--- config.mk ---
export PLATFORM = sky130hd
export DESIGN_NAME = nested_if_else_flow_stack_core
export DESIGN_NICKNAME = d
export VERILOG_FILES = /design/src/hdl/nifs_pkg.sv /design/src/hdl/nifs_stack.sv /design/src/hdl/nested_if_else_flow_stack_core.sv
export VERILOG_INCLUDE_DIRS = /design/src /design/src/hdl
export SDC_FILE = /design/constraint.sdc
export NUM_CORES = 1
export LEC_CHECK = 0
export BUFFER_PORTS_ARGS = -buffer_cell sky130_fd_sc_hd__clkbuf_2
export CELL_PAD_IN_SITES_DETAIL_PLACEMENT = 1
export CELL_PAD_IN_SITES_GLOBAL_PLACEMENT = 1
export CORE_UTILIZATION = 38
export DETAILED_ROUTE_END_ITERATION = 16
export PLACE_DENSITY = 0.77
export SLEW_MARGIN = 30
export SYNTH_ARGS = -nofsm -noshare
export SYNTH_HDL_FRONTEND = slang
export SYNTH_SLANG_ARGS = --single-unit
--- constraint.sdc ---
create_clock -name clk -period 4.2 [get_ports clk]
set_clock_uncertainty 0.15 [all_clocks]
set_input_delay 0.21 -clock clk [delete_from_list [all_inputs] [get_ports clk]]
set_output_delay 0.21 -clock clk [all_outputs]
set_load 0.005 [all_outputs]
--- src/hdl/nested_if_else_flow_stack_core_defines.svh ---
// ---------------------------------------------------------------------------
// Assertion macros for the nested IF/ELSE flow stack core
// ---------------------------------------------------------------------------
`ifndef NESTED_IF_ELSE_FLOW_STACK_CORE_DEFINES_SVH
`define NESTED_IF_ELSE_FLOW_STACK_CORE_DEFINES_SVH

// Same-cycle implication, disabled while reset is asserted.
`define NIFS_ASSERT_NOW(label, ck, rn, ante, cons) \
    label: assert property (@(posedge ck) disable iff (!rn) (ante) |-> (cons)) \
        else $error("nifs assertion failed");

// Next-cycle implication, disabled while reset is asserted.
`define NIFS_ASSERT_NEXT(label, ck, rn, ante, cons) \
    label: assert property (@(posedge ck) disable iff (!rn) (ante) |=> (cons)) \
        else $error("nifs assertion failed");

`endif

--- src/hdl/nifs_pkg.sv ---
// ---------------------------------------------------------------------------
// nifs_pkg
// Types and codes shared by the nested IF/ELSE flow stack core.
// ---------------------------------------------------------------------------
`timescale 1ns / 1ps
`default_nettype none

package nifs_pkg;

    localparam int NEST_MAX = 8;
    localparam int DEPTH_W  = $clog2(NEST_MAX + 1);
    localparam int IDX_W    = (NEST_MAX > 1) ? $clog2(NEST_MAX) : 1;

    // Command codes
    localparam logic [2:0] FUNC_OTHER = 3'd0;
    localparam logic [2:0] FUNC_IF    = 3'd1;
    localparam logic [2:0] FUNC_ELSE  = 3'd2;
    localparam logic [2:0] FUNC_FI    = 3'd3;
    localparam logic [2:0] FUNC_CLEAR = 3'd4;

    // IF condition kinds
    localparam logic [1:0] COND_ERROR   = 2'd0;
    localparam logic [1:0] COND_EXIST   = 2'd1;
    localparam logic [1:0] COND_TRUE    = 2'd2;
    localparam logic [1:0] COND_UNKNOWN = 2'd3;

    // Branch marks
    localparam logic [1:0] MARK_EXEC = 2'd0;
    localparam logic [1:0] MARK_SKIP = 2'd1;
    localparam logic [1:0] MARK_DEAD = 2'd2;

    typedef struct packed {
        logic [2:0] func;
        logic [1:0] cond_kind;
        logic       negate;
        logic       last_failed;
        logic       file_found;
    } nifs_in_t;

    typedef struct packed {
        logic       consumed;
        logic       suppressed;
        logic [3:0] depth_now;
    } nifs_out_t;

endpackage

`default_nettype wire

--- src/hdl/nifs_stack.sv ---
// ---------------------------------------------------------------------------
// nifs_stack
// Branch mark stack and level count; computes one command's result and
// commits the new stack state when step is high.
// ---------------------------------------------------------------------------
`timescale 1ns / 1ps
`default_nettype none

module nifs_stack
(
    input  wire logic               clk,
    input  wire logic               rst_n,
    input  wire logic               step,
    input  wire nifs_pkg::nifs_in_t req,
    output nifs_pkg::nifs_out_t     rsp
);
    import nifs_pkg::*;

    logic [1:0]         marks_reg [NEST_MAX];
    logic [1:0]         marks_next [NEST_MAX];
    logic [DEPTH_W-1:0] levels_reg;
    logic [DEPTH_W-1:0] levels_next;
    logic               cur_supp;
    logic               new_supp;
    logic               cond_val;
    logic               consumed;
    logic [IDX_W-1:0]   top_idx;
    logic [IDX_W-1:0]   push_idx;

    assign top_idx  = IDX_W'(levels_reg - 1'b1);
    assign push_idx = IDX_W'(levels_reg);

    always_comb
    begin
        cur_supp = 1'b0;
        for (int i = 0; i < NEST_MAX; i++)
        begin
            if ((DEPTH_W'(i) < levels_reg) && (marks_reg[i] != MARK_EXEC))
            begin
                cur_supp = 1'b1;
            end
        end
    end

    always_comb
    begin
        case (req.cond_kind)
            COND_ERROR:   cond_val = req.last_failed;
            COND_EXIST:   cond_val = req.file_found;
            COND_TRUE:    cond_val = 1'b1;
            COND_UNKNOWN: cond_val = 1'b0;
            default:      cond_val = 1'b0;
        endcase
        cond_val = cond_val ^ req.negate;
    end

    always_comb
    begin
        marks_next  = marks_reg;
        levels_next = levels_reg;
        consumed    = 1'b0;
        case (req.func)
            FUNC_IF:
            begin
                consumed = 1'b1;
                // a full stack drops the push
                if (levels_reg < DEPTH_W'(NEST_MAX))
                begin
                    if (cur_supp)
                    begin
                        marks_next[push_idx] = MARK_DEAD;
                    end
                    else
                    begin
                        marks_next[push_idx] = cond_val ? MARK_EXEC : MARK_SKIP;
                    end
                    levels_next = levels_reg + 1'b1;
                end
            end
            FUNC_ELSE:
            begin
                consumed = 1'b1;
                // flip execute and skip, leave dead alone
                if (levels_reg != '0)
                begin
                    if (marks_reg[top_idx] == MARK_EXEC)
                    begin
                        marks_next[top_idx] = MARK_SKIP;
                    end
                    else if (marks_reg[top_idx] == MARK_SKIP)
                    begin
                        marks_next[top_idx] = MARK_EXEC;
                    end
                end
            end
            FUNC_FI:
            begin
                consumed = 1'b1;
                if (levels_reg != '0)
                begin
                    levels_next = levels_reg - 1'b1;
                end
            end
            FUNC_CLEAR:
            begin
                levels_next = '0;
            end
            default:
            begin
                levels_next = levels_reg;
            end
        endcase
    end

    always_comb
    begin
        new_supp = 1'b0;
        for (int i = 0; i < NEST_MAX; i++)
        begin
            if ((DEPTH_W'(i) < levels_next) && (marks_next[i] != MARK_EXEC))
            begin
                new_supp = 1'b1;
            end
        end
    end

    always_comb
    begin
        rsp.consumed   = consumed;
        rsp.suppressed = new_supp;
        rsp.depth_now  = 4'(levels_next);
    end

    always_ff @(posedge clk or negedge rst_n)
    begin
        if (!rst_n)
        begin
            levels_reg <= '0;
        end
        else if (step)
        begin
            levels_reg <= levels_next;
        end
    end

    always_ff @(posedge clk)
    begin
        if (step)
        begin
            marks_reg <= marks_next;
        end
    end

endmodule

`default_nettype wire

--- src/hdl/nested_if_else_flow_stack_core.sv ---
// ---------------------------------------------------------------------------
// nested_if_else_flow_stack_core
// Nested IF/ELSE/FI branch stack: one command in, one status result out.
//
//   channel | signals                        | moves
//   --------+--------------------------------+-------------------------------
//   in      | in_valid, in_ready, in_data    | one command request
//   out     | out_valid, out_ready, out_data | consumed, suppressed, depth
//
// One request per cycle sustained while the result side is not stalled;
// each passes the input register, then the result register. The stack
// update and the OR over all open marks sit between those two registers.
// Reset clears the level count and both valid flags; marks need no reset.
// A stalled result holds the result register; the input register still
// takes one more request, then in_ready drops until the result is taken.
// ---------------------------------------------------------------------------
`timescale 1ns / 1ps
`default_nettype none

module nested_if_else_flow_stack_core
(
    input  wire logic                clk,
    input  wire logic                rst_n,
    input  wire logic                in_valid,
    output logic                     in_ready,
    input  wire nifs_pkg::nifs_in_t  in_data,
    output logic                     out_valid,
    input  wire logic                out_ready,
    output nifs_pkg::nifs_out_t      out_data
);
    import nifs_pkg::*;

`include "nested_if_else_flow_stack_core_defines.svh"

    nifs_in_t  in_reg;
    logic      in_valid_reg;
    nifs_out_t out_reg;
    logic      out_valid_reg;
    nifs_out_t rsp;
    logic      advance;
    logic      step;

    assign advance   = !out_valid_reg || out_ready;
    assign step      = in_valid_reg && advance;
    assign in_ready  = !in_valid_reg || advance;
    assign out_valid = out_valid_reg;
    assign out_data  = out_reg;

    nifs_stack u_stack
    (
        .clk   (clk),
        .rst_n (rst_n),
        .step  (step),
        .req   (in_reg),
        .rsp   (rsp)
    );

    always_ff @(posedge clk or negedge rst_n)
    begin
        if (!rst_n)
        begin
            in_valid_reg  <= 1'b0;
            out_valid_reg <= 1'b0;
        end
        else
        begin
            if (in_ready)
            begin
                in_valid_reg <= in_valid;
            end
            if (advance)
            begin
                out_valid_reg <= in_valid_reg;
            end
        end
    end

    always_ff @(posedge clk)
    begin
        if (in_ready && in_valid)
        begin
            in_reg <= in_data;
        end
        if (step)
        begin
            out_reg <= rsp;
        end
    end

    // held request must not move while the result side is stalled
    `NIFS_ASSERT_NEXT(a_hold_req, clk, rst_n, in_valid_reg && !advance,
        in_valid_reg && $stable(in_reg))
    `NIFS_ASSERT_NEXT(a_consumed_code, clk, rst_n, step,
        out_data.consumed == (($past(in_reg.func) == FUNC_IF) ||
        ($past(in_reg.func) == FUNC_ELSE) || ($past(in_reg.func) == FUNC_FI)))
    `NIFS_ASSERT_NOW(a_depth_bound, clk, rst_n, step,
        rsp.depth_now <= 4'(NEST_MAX))
    `NIFS_ASSERT_NEXT(a_clear_empty, clk, rst_n, step && (in_reg.func == FUNC_CLEAR),
        (out_data.depth_now == 4'd0) && !out_data.suppressed)

endmodule

`default_nettype wire

==> insert_results.sql <==
INSERT INTO impl_metrics (metric_group, metric, value, unit) VALUES
('run_status', 'run_status', 'complete, no violations', ''),
('die', 'die_height', '81.9', 'µm'),
('layout', 'flip_flop_count_of_the_largest_register_after_layout', '16', ''),
('power', 'worst_ir_drop_vdd', '0.221', 'mV'),
('place', 'post-place-cells', '323', ''),
('layout', 'layout.cells.most_common', 'sky130_fd_sc_hd__edfxtp_1', ''),
('global_route', 'global_route_wire_length_before_repair', '11.3', 'mm'),
('sta', 'maxSlewHeadroom', '55.3', '%'),
('clocking', 'clock_tree_from_tritoncts', 'built', ''),
('layout', 'register_area', '1050', 'µm²'),
('route', 'detail-route-antenna-nets', '0', ''),
('synth', 'synth.largest_area_cell', 'sky130_fd_sc_hd__edfxtp_1', ''),
('layout', 'multi_input_area', '1280', 'µm²'),
('setup_path', 'timing.critical_path.from_type', 'register', ''),
('sta', 'rsz0062_at_grt', 'false', ''),
('setup_path', 'worstSetupPathType', 'register to register', ''),
('clocking', 'h-tree-depth', '2', ''),
('sta', 'max_clock_freq', '282', 'MHz'),
('layout', 'final_core_utilization', '46.0', '%'),
('layout', 'flow.area_growth_from_synthesis', '14.4', '%'),
('synth', 'synth_area_leaders', 'sky130_fd_sc_hd__edfxtp_1, sky130_fd_sc_hd__dfrtp_1, sky130_fd_sc_hd__mux2_2', ''),
('layout', 'nFillCells', '705', ''),
('die', 'core.rowCount', '28', ''),
('setup_path', 'critical-path-max-stage-delay', '650', 'ps'),
('die', 'io_pins', '20', ''),
('sta', 'timing_worst_slew_pin_value', '670', 'ps'),
('setup_path', 'critPathMaxFanout', '16', ''),
('die', 'core_area', '6030', 'µm²'),
('clocking', 'clk_root_buffer_cell', 'sky130_fd_sc_hd__clkbuf_8', ''),
('layout', 'stdcell_count', '341', ''),
('global_route', 'vias_in_the_first_global_route', '2118', ''),
('clocking', 'cts.repair_timing.setup_buffer_count', '0', ''),
('place', 'gp_congestion', '0.939', ''),
('synth', 'synth.net_count', '254', ''),
('layout', 'design.final.nets', '280', ''),
('clocking', 'numCtsBuffers', '5', ''),
('route', 'drc', '0', ''),
('setup_path', 'regToRegSetupSlack', '660', 'ps'),
('global_route', 'grt_max_degree', '27', ''),
('setup_path', 'critical_path.cell_chain', 'inv_1, ha_1, o21bai_1, o311ai_1, a2111o_1, mux2_2, or3b_1, a221oi_2, o211ai_1', ''),
('synth', 'register_area_share_after_synthesis', '43.4', '%'),
('synth', 'synth_ff_type', 'sky130_fd_sc_hd__edfxtp_1', ''),
('synth', 'netlist_area_before_placement', '2420', 'µm²'),
('synth', 'synthDominantCellAreaShare', '37.2', '%'),
('route', 'initialDrtViolationCount', '233', ''),
('layout', 'final_cell_mix', 'sky130_fd_sc_hd__edfxtp_1, sky130_fd_sc_hd__clkbuf_2, sky130_fd_sc_hd__nand2_1', ''),
('synth', 'synth.lib_cells_used.distinct', '58', ''),
('clocking', 'clk_transition_reported_paths', '80', 'ps'),
('synth', 'synth.ff_latch_count', '36', ''),
('die', 'horiz_die_dim', '81.9', 'µm'),
('global_route', 'globalRouteOverflowTotal', '0', ''),
('synth', 'ys.warnings.count', '0', ''),
('power', 'power_density', '594', 'nW/µm²'),
('setup_path', 'path_buf_inv', '1', ''),
('clocking', 'clock_sink_count', '36', ''),
('route', 'drt_pre_antenna_iters', '4', ''),
('synth', 'synth-edff-count', '30', ''),
('place', 'placement.setup.worst_slack', '682', 'ps'),
('sta', 'fin_crit_sh', '84.4', '%'),
('setup_path', 'critical_path_required', '4090', 'ps'),
('die', 'floorplan.die_area', '6700', 'µm²'),
('route', 'totalWireLength', '6.95', 'mm'),
('clocking', 'clk-insertion-delay-late', '300', 'ps'),
('route', 'routedWlPerCell', '20.4', 'µm'),
('sta', 'final_hold_viol_count', '0', ''),
('synth', 'avgSynthCellArea', '10.1', 'µm²'),
('sta', 'final_max_slew_viol_count', '0', ''),
('die', 'initial_core_util', '40.2', '%'),
('power', 'cellLeakagePower', '0.986', 'nW'),
('route', 'detailroute.via_count', '2105', ''),
('global_route', 'antenna_found_initial', '0', '');
[worst reg2reg max path: stages, from the launching register on]
cell	delay, ps
sky130_fd_sc_hd__dfrtp_1	540
sky130_fd_sc_hd__inv_1	220
sky130_fd_sc_hd__ha_1	340
sky130_fd_sc_hd__o21bai_1	160
sky130_fd_sc_hd__o311ai_1	120
sky130_fd_sc_hd__a2111o_1	650
sky130_fd_sc_hd__mux2_2	360
sky130_fd_sc_hd__or3b_1	400
sky130_fd_sc_hd__a221oi_2	230
sky130_fd_sc_hd__o211ai_1	110
[where the power goes]
| part | leakage (nW) | switching [mW] | total (mW) | internal, mW |
|---|---|---|---|---|
| Sequential | 0.364 | 0.0992 | 0.562 | 0.463 |
| Combinational | 0.582 | 0.522 | 0.827 | 0.304 |
| Clock | 0.0404 | 0.141 | 0.259 | 0.117 |
[Yosys cell counts, types with 2 or more instances]
library cell               instances
sky130_fd_sc_hd__a2111o_1          2
sky130_fd_sc_hd__a21oi_1          14
sky130_fd_sc_hd__a31oi_1           2
sky130_fd_sc_hd__a32oi_1           2
sky130_fd_sc_hd__and2_1            3
sky130_fd_sc_hd__and3_1            2
sky130_fd_sc_hd__buf_1             2
sky130_fd_sc_hd__buf_2             3
sky130_fd_sc_hd__clkbuf_1          7
sky130_fd_sc_hd__dfrtp_1           6
sky130_fd_sc_hd__edfxtp_1         30
sky130_fd_sc_hd__ha_1              3
sky130_fd_sc_hd__inv_1            11
sky130_fd_sc_hd__mux2_2           13
sky130_fd_sc_hd__mux2i_1           4
sky130_fd_sc_hd__mux4_2            2
sky130_fd_sc_hd__nand2_1          18
sky130_fd_sc_hd__nand2b_1         10
sky130_fd_sc_hd__nand3_1           5
sky130_fd_sc_hd__nand3b_1          2
sky130_fd_sc_hd__nand4_1           4
sky130_fd_sc_hd__nor2_1           14
sky130_fd_sc_hd__nor2b_1           4
sky130_fd_sc_hd__nor3_1            8
sky130_fd_sc_hd__nor3b_1           3
sky130_fd_sc_hd__nor4_1            4
sky130_fd_sc_hd__o211ai_1          3
sky130_fd_sc_hd__o21ai_0          10
sky130_fd_sc_hd__o21bai_1          2
sky130_fd_sc_hd__o221ai_1          5
sky130_fd_sc_hd__o311ai_1          2
sky130_fd_sc_hd__o31ai_1           2
sky130_fd_sc_hd__o32a_1            2
sky130_fd_sc_hd__o32ai_1           2
sky130_fd_sc_hd__o41ai_1           2
sky130_fd_sc_hd__or2_2             2
sky130_fd_sc_hd__or3_1             3
sky130_fd_sc_hd__or3b_1            3
sky130_fd_sc_hd__or3b_2            2
sky130_fd_sc_hd__xnor2_1           3
[final cells by class]
cell class	count	area share, %
Inverter	11	1.49
Multi-Input combinational cell	180	46.3
Clock buffer	5	2.48
Tap cell	75	3.39
Timing Repair Buffer	31	7.58
Sequential cell	36	37.9
Clock inverter	3	0.858
[through the flow]
step	power, mW	hold slack [ps]
2_1_floorplan	1.13	-236
3_3_place_gp	1.36	-99.6
3_5_place_dp	1.37	-101
4_1_cts	1.64	62.0
5_1_grt	1.74	106
6_report	1.65	57.3
[path summary, 6_finish.rpt]
path,startpoint,to,cells past startpoint
max,u_stack.levels_reg[1],out_data[4],9
min,out_ready,out_valid,3
max reg2reg,u_stack.levels_reg[1],out_data[4],9
min reg2reg,in_valid_reg,out_valid,1
max in group asynchronous,rst_n,u_stack.levels_reg[0],2
min in group asynchronous,rst_n,u_stack.levels_reg[2],2
[kinds of logic after synthesis]
kind of cell,share of synthesized area [%]
xor+xnor,2.12
compound gates,17.6
buf+inv,3.72
fa+ha+maj,1.55
simple gates,22.1
flops,43.4
mux,9.55
[routing by layer]
metal  global-route usage (%)  vias up  wire length (µm)
li1                         -      981                 -
met1                     31.6     1045              3220
met2                     35.2       64              3210
met3                     4.11       15               343
met4                     9.82        0               172
met5                        0        -                 0
(Power assumes the default switching activity.)
